===== src/design/fpba_pkg.sv =====
// Shared types and constants for the fit-policy block allocator.
package fpba_pkg;

  localparam int SlotCount   = 128;
  localparam int MemoryBytes = 1024;
  localparam int IdxW        = $clog2(SlotCount);
  localparam int LenW        = 11;
  localparam int TagW        = 8;

  typedef logic [IdxW-1:0] idx_t;
  typedef logic [LenW-1:0] len_t;
  typedef logic [TagW-1:0] tag_t;

  typedef enum logic [1:0] {
    ACT_ALLOC   = 2'd0,
    ACT_REALLOC = 2'd1,
    ACT_FREE    = 2'd2,
    ACT_NONE    = 2'd3
  } action_t;

  typedef enum logic [1:0] {
    POL_FIRST = 2'd0,
    POL_BEST  = 2'd1,
    POL_WORST = 2'd2,
    POL_OFF   = 2'd3
  } policy_t;

  typedef enum logic [1:0] {
    ST_OK       = 2'd0,
    ST_NO_FIT   = 2'd1,
    ST_NO_OWNER = 2'd2,
    ST_RSVD     = 2'd3
  } status_t;

  // Scan mode for the datapath's sweep over the table.
  typedef enum logic [1:0] {
    SCAN_FIT   = 2'd0,
    SCAN_OWNER = 2'd1,
    SCAN_EMPTY = 2'd2,
    SCAN_NEXT  = 2'd3
  } scan_t;

  // Table write operations applied by the datapath.
  typedef enum logic [2:0] {
    WR_NONE    = 3'd0,
    WR_PLACE   = 3'd1,
    WR_SPILL   = 3'd2,
    WR_RELEASE = 3'd3,
    WR_SHRINK  = 3'd4,
    WR_GROW    = 3'd5,
    WR_TAKE    = 3'd6
  } wr_op_t;

  typedef struct packed {
    logic    clear;
    logic    scan_start;
    scan_t   scan_mode;
    policy_t policy;
    len_t    req_len;
    idx_t    addr;
    wr_op_t  wr_op;
    len_t    wr_len;
    tag_t    wr_tag;
  } dp_cmd_t;

  typedef struct packed {
    logic scan_done;
    logic found;
    idx_t hit_idx;
    len_t hit_len;
    logic rd_busy;
    len_t rd_len;
    logic clear_done;
  } dp_stat_t;

endpackage


===== src/design/fit_policy_block_allocator_top.sv =====
// Top level of the fit-policy block allocator.
//   channel | dir | fields
//   in_     | in  | tdata: action[1:0], owner_tag[9:2], request_size[20:10]
//   out_    | out | tdata: status[1:0], slot_index[8:2], bytes_used[19:9]
//   cfg_    | in  | data: fit_policy[1:0]
// Each operation takes 0 to 3 sweeps of the slot table, one slot per cycle,
// set by the scanner's single read port: one sweep for a free, up to three
// for a realloc that falls back.
// After reset a clearing pass over every slot runs before the first beat is taken.
// The result holds in out_tdata until taken; the next beat waits for that.
module fit_policy_block_allocator_top (
  input  logic        clk,
  input  logic        rst_n,
  input  logic        in_tvalid,
  output logic        in_tready,
  input  logic [23:0] in_tdata,   // action, owner_tag, request_size
  output logic        out_tvalid,
  input  logic        out_tready,
  output logic [23:0] out_tdata,  // status, slot_index, bytes_used
  input  logic        cfg_valid,
  output logic        cfg_ready,
  input  logic [1:0]  cfg_data    // fit_policy
);
  import fpba_pkg::*;

  policy_t  pol_r;
  dp_cmd_t  cmd;
  dp_stat_t stat;
  len_t     used;
  status_t  st;
  idx_t     slot;

  assign cfg_ready = 1'b1;
  always_ff @(posedge clk) begin
    if (!rst_n)         pol_r <= POL_FIRST;
    else if (cfg_valid) pol_r <= policy_t'(cfg_data);
  end

  fpba_ctrl u_ctrl (
    .clk(clk), .rst_n(rst_n),
    .in_valid(in_tvalid), .in_ready(in_tready),
    .action(action_t'(in_tdata[1:0])), .tag(in_tdata[9:2]), .size(in_tdata[20:10]),
    .policy(pol_r), .cmd(cmd), .stat(stat),
    .res_valid(out_tvalid), .res_ready(out_tready),
    .res_status(st), .res_slot(slot)
  );

  fpba_datapath u_dp (
    .clk(clk), .rst_n(rst_n), .cmd(cmd), .stat(stat), .used_total(used)
  );

  assign out_tdata = {4'd0, used, slot, st};
endmodule


===== src/design/fpba_datapath.sv =====
// Slot table memories, sequential scanner and byte counter.
module fpba_datapath (
  input  logic              clk,
  input  logic              rst_n,
  input  fpba_pkg::dp_cmd_t cmd,
  output fpba_pkg::dp_stat_t stat,
  output fpba_pkg::len_t    used_total
);
  import fpba_pkg::*;

  len_t len_mem [SlotCount];
  tag_t own_mem [SlotCount];
  logic busy_mem [SlotCount];

  len_t used_r, used_nxt;
  logic clear_r;
  logic [IdxW:0] clr_cnt_r;

  // scanner
  logic          scan_r;
  scan_t         mode_r;
  policy_t       pol_r;
  logic [IdxW:0] cnt_r;
  logic          found_r;
  idx_t          hit_r;
  len_t          hitlen_r;
  logic          done_r;

  // registered read of current scan slot
  logic rv_r;
  idx_t ri_r;
  len_t rl_r;
  logic rb_r;
  tag_t ro_r;

  // registered random read
  len_t al_r;
  logic ab_r;

  logic match;
  logic take;

  always_comb begin
    match = 1'b0;
    take  = 1'b0;
    unique case (mode_r)
      SCAN_FIT: begin
        match = !rb_r && (rl_r >= cmd.req_len);
        unique case (pol_r)
          POL_FIRST: take = match && !found_r;
          POL_BEST:  take = match && (!found_r || rl_r < hitlen_r);
          POL_WORST: take = match && (rl_r > (found_r ? hitlen_r : '0));
          default:   take = 1'b0;
        endcase
      end
      SCAN_OWNER: begin
        match = rb_r && (ro_r == cmd.wr_tag);
        take  = match && !found_r;
      end
      SCAN_EMPTY: begin
        match = !rb_r && (rl_r == '0) && (ri_r > cmd.addr);
        take  = match && !found_r;
      end
      default: take = 1'b0;
    endcase
  end

  always_ff @(posedge clk) begin
    if (!rst_n) begin
      scan_r  <= 1'b0;
      rv_r    <= 1'b0;
      done_r  <= 1'b0;
      found_r <= 1'b0;
      clear_r <= 1'b0;
      clr_cnt_r <= '0;
      mode_r  <= SCAN_FIT;
      pol_r   <= POL_FIRST;
      cnt_r   <= '0;
    end else begin
      done_r <= 1'b0;
      if (cmd.clear) begin
        clear_r   <= 1'b1;
        clr_cnt_r <= '0;
      end else if (clear_r) begin
        if (clr_cnt_r == (IdxW+1)'(SlotCount - 1)) clear_r <= 1'b0;
        clr_cnt_r <= clr_cnt_r + (IdxW+1)'(1);
      end
      if (cmd.scan_start) begin
        scan_r  <= 1'b1;
        mode_r  <= cmd.scan_mode;
        pol_r   <= cmd.policy;
        cnt_r   <= '0;
        found_r <= 1'b0;
        rv_r    <= 1'b0;
      end else begin
        rv_r <= scan_r && cnt_r < (IdxW+1)'(SlotCount);
        if (scan_r && cnt_r < (IdxW+1)'(SlotCount)) cnt_r <= cnt_r + (IdxW+1)'(1);
        if (rv_r && take) begin
          found_r  <= 1'b1;
          hit_r    <= ri_r;
          hitlen_r <= rl_r;
        end
        if (scan_r && cnt_r == (IdxW+1)'(SlotCount) && !rv_r) begin
          scan_r <= 1'b0;
          done_r <= 1'b1;
        end
      end
    end
  end

  // memory read ports
  always_ff @(posedge clk) begin
    ri_r <= cnt_r[IdxW-1:0];
    rl_r <= len_mem[cnt_r[IdxW-1:0]];
    rb_r <= busy_mem[cnt_r[IdxW-1:0]];
    ro_r <= own_mem[cnt_r[IdxW-1:0]];
    al_r <= len_mem[cmd.addr];
    ab_r <= busy_mem[cmd.addr];
  end

  // memory write port
  always_ff @(posedge clk) begin
    if (clear_r) begin
      len_mem[clr_cnt_r[IdxW-1:0]]  <= (clr_cnt_r == '0) ? LenW'(MemoryBytes) : '0;
      busy_mem[clr_cnt_r[IdxW-1:0]] <= 1'b0;
      own_mem[clr_cnt_r[IdxW-1:0]]  <= '0;
    end else begin
      unique case (cmd.wr_op)
        WR_PLACE, WR_GROW: begin
          len_mem[cmd.addr]  <= cmd.wr_len;
          busy_mem[cmd.addr] <= 1'b1;
          own_mem[cmd.addr]  <= cmd.wr_tag;
        end
        WR_SPILL: begin
          len_mem[cmd.addr] <= cmd.wr_len;
          own_mem[cmd.addr] <= '0;
        end
        WR_RELEASE: begin
          busy_mem[cmd.addr] <= 1'b0;
          own_mem[cmd.addr]  <= '0;
        end
        WR_SHRINK, WR_TAKE: len_mem[cmd.addr] <= cmd.wr_len;
        default: ;
      endcase
    end
  end

  always_comb begin
    used_nxt = used_r;
    unique case (cmd.wr_op)
      WR_PLACE:   used_nxt = used_r + cmd.wr_len;
      WR_RELEASE: used_nxt = used_r - al_r;
      WR_SHRINK:  used_nxt = used_r - (al_r - cmd.wr_len);
      WR_GROW:    used_nxt = used_r + (cmd.wr_len - al_r);
      default:    used_nxt = used_r;
    endcase
  end

  always_ff @(posedge clk) begin
    if (!rst_n) used_r <= '0;
    else        used_r <= used_nxt;
  end

  assign used_total      = used_r;
  assign stat.scan_done  = done_r;
  assign stat.found      = found_r;
  assign stat.hit_idx    = hit_r;
  assign stat.hit_len    = hitlen_r;
  assign stat.rd_busy    = ab_r;
  assign stat.rd_len     = al_r;
  assign stat.clear_done = !clear_r && !cmd.clear;
endmodule


===== src/design/fpba_ctrl.sv =====
// Sequencer for allocate, reallocate and free operations.
module fpba_ctrl (
  input  logic               clk,
  input  logic               rst_n,
  input  logic               in_valid,
  output logic               in_ready,
  input  fpba_pkg::action_t  action,
  input  fpba_pkg::len_t     size,
  input  fpba_pkg::tag_t     tag,
  input  fpba_pkg::policy_t  policy,
  output fpba_pkg::dp_cmd_t  cmd,
  input  fpba_pkg::dp_stat_t stat,
  output logic               res_valid,
  input  logic               res_ready,
  output fpba_pkg::status_t  res_status,
  output fpba_pkg::idx_t     res_slot
);
  import fpba_pkg::*;

  typedef enum logic [3:0] {
    S_CLEAR, S_IDLE, S_FIT, S_PLACE, S_EMPTY, S_PLACE2, S_OWNER, S_RD, S_RD2,
    S_NEXT_RD, S_NEXT_RD2, S_TAKE, S_GROW, S_DECIDE, S_SETTLE, S_OUT
  } state_t;

  state_t    state_r;
  action_t   act_r;
  len_t      size_r;
  tag_t      tag_r;
  idx_t      k_r;
  len_t      klen_r;
  len_t      rem_r;
  logic      place_r;  // after spill, write the placed block
  status_t   st_r;
  idx_t      slot_r;
  logic      start_r;
  scan_t     mode_r;
  policy_t   pol_r;
  wr_op_t    op_r;
  idx_t      addr_r;
  len_t      wlen_r;
  logic      clr_r;
  len_t      extra;

  assign extra = size_r - klen_r;

  always_ff @(posedge clk) begin
    if (!rst_n) begin
      state_r <= S_CLEAR;
      clr_r   <= 1'b1;
      start_r <= 1'b0;
      op_r    <= WR_NONE;
      place_r <= 1'b0;
      mode_r  <= SCAN_FIT;
      pol_r   <= POL_FIRST;
      addr_r  <= '0;
    end else begin
      clr_r   <= 1'b0;
      start_r <= 1'b0;
      op_r    <= WR_NONE;
      unique case (state_r)
        S_CLEAR: if (!clr_r && stat.clear_done) state_r <= S_IDLE;
        S_IDLE: if (in_valid) begin
          act_r  <= action;
          size_r <= size;
          tag_r  <= tag;
          st_r   <= ST_NO_FIT;
          slot_r <= '0;
          addr_r <= '0;
          unique case (action)
            ACT_ALLOC: if (policy != POL_OFF) begin
              start_r <= 1'b1; mode_r <= SCAN_FIT; pol_r <= policy;
              state_r <= S_FIT;
            end else state_r <= S_OUT;
            ACT_REALLOC, ACT_FREE: begin
              start_r <= 1'b1; mode_r <= SCAN_OWNER; state_r <= S_OWNER;
            end
            default: state_r <= S_OUT;
          endcase
        end
        S_FIT: if (stat.scan_done && !start_r) begin
          if (stat.found) begin
            k_r    <= stat.hit_idx;
            klen_r <= stat.hit_len;
            addr_r <= stat.hit_idx;
            state_r <= S_PLACE;
          end else state_r <= S_OUT;
        end
        S_PLACE: begin
          if (klen_r > size_r) begin
            place_r <= 1'b1;
            rem_r   <= klen_r - size_r;
            start_r <= 1'b1; mode_r <= SCAN_EMPTY;
            state_r <= S_EMPTY;
          end else begin
            place_r <= 1'b0;
            op_r <= WR_PLACE; wlen_r <= size_r;
            st_r <= ST_OK; slot_r <= k_r;
            state_r <= S_SETTLE;
          end
        end
        S_EMPTY: if (stat.scan_done && !start_r) begin
          if (stat.found) begin
            addr_r <= stat.hit_idx; op_r <= WR_SPILL; wlen_r <= rem_r;
          end
          st_r <= ST_OK; slot_r <= k_r;
          state_r <= place_r ? S_PLACE2 : S_SETTLE;
        end
        // spill lands this cycle; write the placed block next
        S_PLACE2: begin
          addr_r <= k_r; op_r <= WR_PLACE; wlen_r <= size_r;
          place_r <= 1'b0;
          state_r <= S_SETTLE;
        end
        S_OWNER: if (stat.scan_done && !start_r) begin
          if (!stat.found) begin
            st_r <= ST_NO_OWNER; state_r <= S_OUT;
          end else begin
            k_r    <= stat.hit_idx;
            klen_r <= stat.hit_len;
            addr_r <= stat.hit_idx;
            state_r <= S_RD;
          end
        end
        S_RD: state_r <= S_RD2;
        S_RD2: begin
          if (act_r == ACT_FREE) begin
            op_r <= WR_RELEASE; st_r <= ST_OK; slot_r <= k_r; state_r <= S_SETTLE;
          end else if (size_r == klen_r) begin
            st_r <= ST_OK; slot_r <= k_r; state_r <= S_OUT;
          end else if (size_r < klen_r) begin
            op_r <= WR_SHRINK; wlen_r <= size_r;
            rem_r <= klen_r - size_r;
            place_r <= 1'b0;
            st_r <= ST_OK; slot_r <= k_r;
            start_r <= 1'b1; mode_r <= SCAN_EMPTY;
            state_r <= S_EMPTY;
          end else if (k_r != idx_t'(SlotCount - 1)) begin
            addr_r <= k_r + idx_t'(1); state_r <= S_NEXT_RD;
          end else begin
            state_r <= S_DECIDE;
          end
        end
        S_NEXT_RD: state_r <= S_NEXT_RD2;
        S_NEXT_RD2: begin
          if (!stat.rd_busy && stat.rd_len >= extra) begin
            op_r <= WR_TAKE; wlen_r <= stat.rd_len - extra;
            state_r <= S_TAKE;
          end else begin
            addr_r <= k_r; state_r <= S_DECIDE;
          end
        end
        // point the read port back at the grown slot before the grow write
        S_TAKE: begin
          addr_r <= k_r; state_r <= S_GROW;
        end
        S_GROW: begin
          op_r <= WR_GROW; wlen_r <= size_r;
          st_r <= ST_OK; slot_r <= k_r; state_r <= S_SETTLE;
        end
        S_DECIDE: begin
          op_r <= WR_RELEASE;
          start_r <= 1'b1; mode_r <= SCAN_FIT; pol_r <= POL_BEST;
          state_r <= S_FIT;
        end
        // let the last write update the byte count before the beat shows
        S_SETTLE: state_r <= S_OUT;
        S_OUT: if (res_ready) state_r <= S_IDLE;
      endcase
    end
  end

  assign in_ready   = (state_r == S_IDLE);
  assign res_valid  = (state_r == S_OUT);
  assign res_status = st_r;
  assign res_slot   = (st_r == ST_OK) ? slot_r : '0;

  always_comb begin
    cmd.clear      = clr_r;
    cmd.scan_start = start_r;
    cmd.scan_mode  = mode_r;
    cmd.policy     = pol_r;
    cmd.req_len    = size_r;
    cmd.addr       = addr_r;
    cmd.wr_op      = op_r;
    cmd.wr_len     = wlen_r;
    cmd.wr_tag     = tag_r;
  end
endmodule


===== config.mk =====
export PLATFORM = sky130hd
export DESIGN_NAME = fit_policy_block_allocator_top
export DESIGN_NICKNAME = d
export VERILOG_FILES = /design/src/design/fpba_pkg.sv /design/src/design/fit_policy_block_allocator_top.sv /design/src/design/fpba_datapath.sv /design/src/design/fpba_ctrl.sv
export SDC_FILE = /design/constraint.sdc
export NUM_CORES = 2
export LEC_CHECK = 0
export CELL_PAD_IN_SITES_DETAIL_PLACEMENT = 0
export CELL_PAD_IN_SITES_GLOBAL_PLACEMENT = 1
export CORE_MARGIN = 10
export CORE_UTILIZATION = 40
export DETAILED_ROUTE_END_ITERATION = 12
export DONT_BUFFER_PORTS = 1
export PLACE_DENSITY_LB_ADDON = 0.1
export SLEW_MARGIN = 20
export SYNTH_ARGS = -nofsm -noshare
export SYNTH_HDL_FRONTEND = slang
export SYNTH_HIERARCHICAL = 1
export SYNTH_SLANG_ARGS = --single-unit

===== constraint.sdc =====
create_clock -name clk -period 9.9 [get_ports clk]
set_input_delay 0.495 -clock clk [delete_from_list [all_inputs] [get_ports clk]]
set_output_delay 0.495 -clock clk [all_outputs]
set_load 0.005 [all_outputs]

==> summary.md <==
| Metric | Value |
|---|---|
| Dpl ws | `5.09 ns` |
| Cts repair resizes | `0` |
| H-tree levels | `5` |
| Final worst setup slack | `5.03 ns` |
| Top cell type's share of synthesized area | `0.644` |
| Hold Fails Final Rpt | `0` |
| Post-synth EDFFs | `2648` |
| Core footprint | `308000 sq um` |
| WHS | `0.0523 ns` |
| Reg clk slew, reported paths | `0.06 ns` |
| Clock Latency Late Sink | `0.91 ns` |
| Net switching power figure | `5.43 mW` |
| Overall power | `25.0 mW` |
| CP peak stage delay | `0.86 ns` |
| Leak Pwr | `38.9 nW` |
| Post-synth ARST share | `0` |
| Remaining antenna violation count after routing | `0` |
| Vias per cell | `6.27` |
| Crit-path cells | `buf_4, buf_4, mux4_2, a22o_1, a221oi_1, o22ai_1, nor3_1, o221ai_1` |
| Max Cap Viol | `0` |
| Area of the multi-input gates | `39600 sq um` |
| Wire length per cell | `38.0 um` |
| Cell area after synthesis | `124000 sq um` |
| Critical-path top delay cell | `a221oi_1` |
| Setup Buffers After CTS | `0` |
| Slew at the pin with the worst max-slew slack | `1.21 ns` |
| DR pass1 iterations | `6` |
| Die area | `332000 sq um` |
| I/O Buffers | `0` |
| Comb power frac | `0.034` |
| Largest net degree at the start of global routing | `115` |
| Delay-heaviest family, CP | `compound AO/OA/AOI/OAI gates` |
| Count leader, synth | `edfxtp_1` |
| Crit path required time | `10.63 ns` |
| R2R setup slack | `5.03 ns` |
| Crit path top cell by count | `buf_4` |
| Vias | `73000` |
| Initial Util | `0.401` |
| # setup viols final | `0` |
| Clock power share | `0.459` |
| Routed WL | `443000 um` |
| Met3 Wirelength | `33800 um` |
| Top cells by area, synth | `edfxtp_1, mux4_2, mux2i_1` |
| Setup TNS | `0 ns` |
| Overall routing resource usage | `0.259` |
| GRT Residual Overflow | `0` |
| Critical Path Source Type | `flip-flop` |
| Synth-to-layout area growth | `12.5%` |
| Initial antenna violation count | `16` |
| Slew HR | `0.183` |
| Sequential share of power | `0.507` |
| Fin. max-slew vios | `0` |
| Final clock skew | `0.0531 ns` |
| RSZ-0062 raised after global routing | `no` |
| Met2 WL | `208000 um` |
| Crit path max fanout | `27` |
| Remaining DRCs | `0` |
| CP Data Arrival Time | `5.61 ns` |
| Switching Share | `0.217` |
| Layout fillers | `26700` |
| Io pins | `58` |
| Total CTS buffers | `311` |
| Ys flop type | `edfxtp_1` |
| WL met1 | `179000 um` |
| Initial detailed-routing violation count | `8215` |
| Final worst path period need | `4.87 ns` |
| Internal power | `19.6 mW` |
| Mean area per synthesized cell | `17.2 sq um` |
| Mapped Cells | `7184` |
| Seq. cell area | `81500 sq um` |
| Vias in the first global route | `72300` |
| Post-synthesis register bit count | `2746` |
| Clk buf depth | `4` |
| Final worst-path cycle share | `0.492` |
| Number of nets in the layout | `7414` |
| DP HPWL | `289000 um` |
| Layout cells sized above 1 | `0.245` |
| DR top layer | `met5` |
| Die X | `576 um` |
| VDD IR max | `0.157 mV` |
| Root buf cell | `clkbuf_16` |
| CTS tree | `yes` |
| Crit Path Class | `flip-flop to flip-flop` |
| First-pass GRT wire length | `605000 um` |
| Worst Path Buf+Inv | `2` |
| Status | `complete, no violations` |
| RePlAce Congestion | `0.902` |
| Yosys cell types | `102` |
| PD cells | `180 nW/um^2` |
| Sequential area share after synthesis | `0.659` |
| Crit. End Element | `flip-flop` |
| Fmax | `0.205 GHz` |
| Worst hold-check path type | `input port to flip-flop` |
| Top cells by instance count after synthesis | `edfxtp_1, mux4_2, nor2_1` |
| Clk sink count | `2746` |
| Synth warn | `6` |
| Die H | `576 um` |
| Yosys top cell by area | `edfxtp_1` |
| Number of cell rows | `204` |
[logic make-up after synthesis]
family / count (synthesis) / share of synthesized area
DFF: 2746 / 0.659
other: 2 / 0.0000608
and+or+nand+nor: 1218 / 0.0447
muxes: 1302 / 0.190
xor gates and xnor gates: 63 / 0.00447
buffers and inverters: 632 / 0.0247
adders and majority gates: 121 / 0.0131
AOI/OAI and AO/OA: 1100 / 0.0639
[sequential cells by signal (all words and copies together), names as in the netlist, 7 cells and up]
register and count:
u_ctrl/addr_r 7, u_dp/busy_mem 128, u_ctrl/size_r 11, u_ctrl/slot_r 7
u_dp/clr_cnt_r 8, u_dp/al_r 11, u_ctrl/k_r 7, u_dp/hit_r 7
u_dp/len_mem 1408, u_dp/used_total 11, u_dp/ro_r 8, u_ctrl/klen_r 11
u_ctrl/wlen_r 11, u_dp/rl_r 11, u_dp/own_mem 1024, u_ctrl/rem_r 11
u_dp/cnt_r 8, u_dp/hitlen_r 11, u_dp/ri_r 7, u_ctrl/tag_r 8
[stage by stage]
stage	cell area, sq um	utilization	instances
after global routing	139000	0.451	11600
final	139000	0.451	11600
after detailed placement	129000	0.418	11000
after CTS	139000	0.451	11600
after floorplan	124000	-	7187
after global placement	129000	0.418	11000
[layer usage]
metal | up-vias | track usage
met4 | 12 | 0.114
met5 | - | 0
met1 | 39200 | 0.350
li1 | 29700 | -
met3 | 757 | 0.0491
met2 | 3332 | 0.410
[final cells by class]
class                   count  area share
well taps                4120      0.0371
multi-input cells        3809       0.285
clock buffers             390      0.0596
clock inverters           171      0.0120
repair buffers            265      0.0163
inverters                 129     0.00348
flip-flops and latches   2746       0.586
diodes                     13    0.000234
[path summary, 6_finish.rpt]
path | startpoint | endpoint | cells after the start
worst min register to register | u_dp/ri_r[2]$_DFF_P_ | u_dp/hit_r[2]$_DFFE_PP_ | 0
worst min-delay path | rst_n | u_dp/cnt_r[6]$_SDFFE_PP0P_ | 2
worst max-delay path | u_ctrl/addr_r[0]$_SDFFE_PN0P_ | u_dp/al_r[1]$_DFF_P_ | 8
worst max register to register | u_ctrl/addr_r[0]$_SDFFE_PN0P_ | u_dp/al_r[1]$_DFF_P_ | 8
[power by group through the flow]
stage	Sequential (mW)	Clock (mW)	Combinational, mW
after floorplan	12.9	0	0.542
after global placement	12.9	0	0.817
after detailed placement	12.9	0	0.815
after CTS	12.7	11.7	0.833
after global routing	12.7	12.1	0.891
final	12.7	11.5	0.843
[placed cells by master (no fill, tap or decap), types with 29 or more instances in the layout]
master / netlist / routed
a221oi_1: 67 / 67
nor2_2: 0 / 90
nor3_1: 90 / 86
clkinv_1: 4 / 60
ha_1: 107 / 107
nor2b_1: 38 / 31
mux2i_1: 368 / 367
clkbuf_1: 218 / 66
clkinv_2: 0 / 57
mux2_2: 114 / 114
nand4_1: 30 / 30
nor2_1: 559 / 453
dfxtp_1: 98 / 89
o22ai_1: 70 / 70
a221o_1: 30 / 30
clkbuf_16: 0 / 318
edfxtp_1: 2648 / 2648
o221ai_1: 43 / 43
inv_1: 124 / 124
buf_4: 99 / 220
o21ai_0: 144 / 135
xnor2_1: 34 / 34
xor2_1: 29 / 29
nand2_1: 241 / 237
mux4_2: 820 / 820
a22o_1: 63 / 63
a21oi_1: 146 / 141
nand3_1: 94 / 94
a22oi_1: 315 / 315
[repair_timing]
action	CTS	global route
hold endpoints to repair	72	0
endpoints found under the setup margin	0	0
hold buffers	29	0
(Power assumes the default switching activity.)
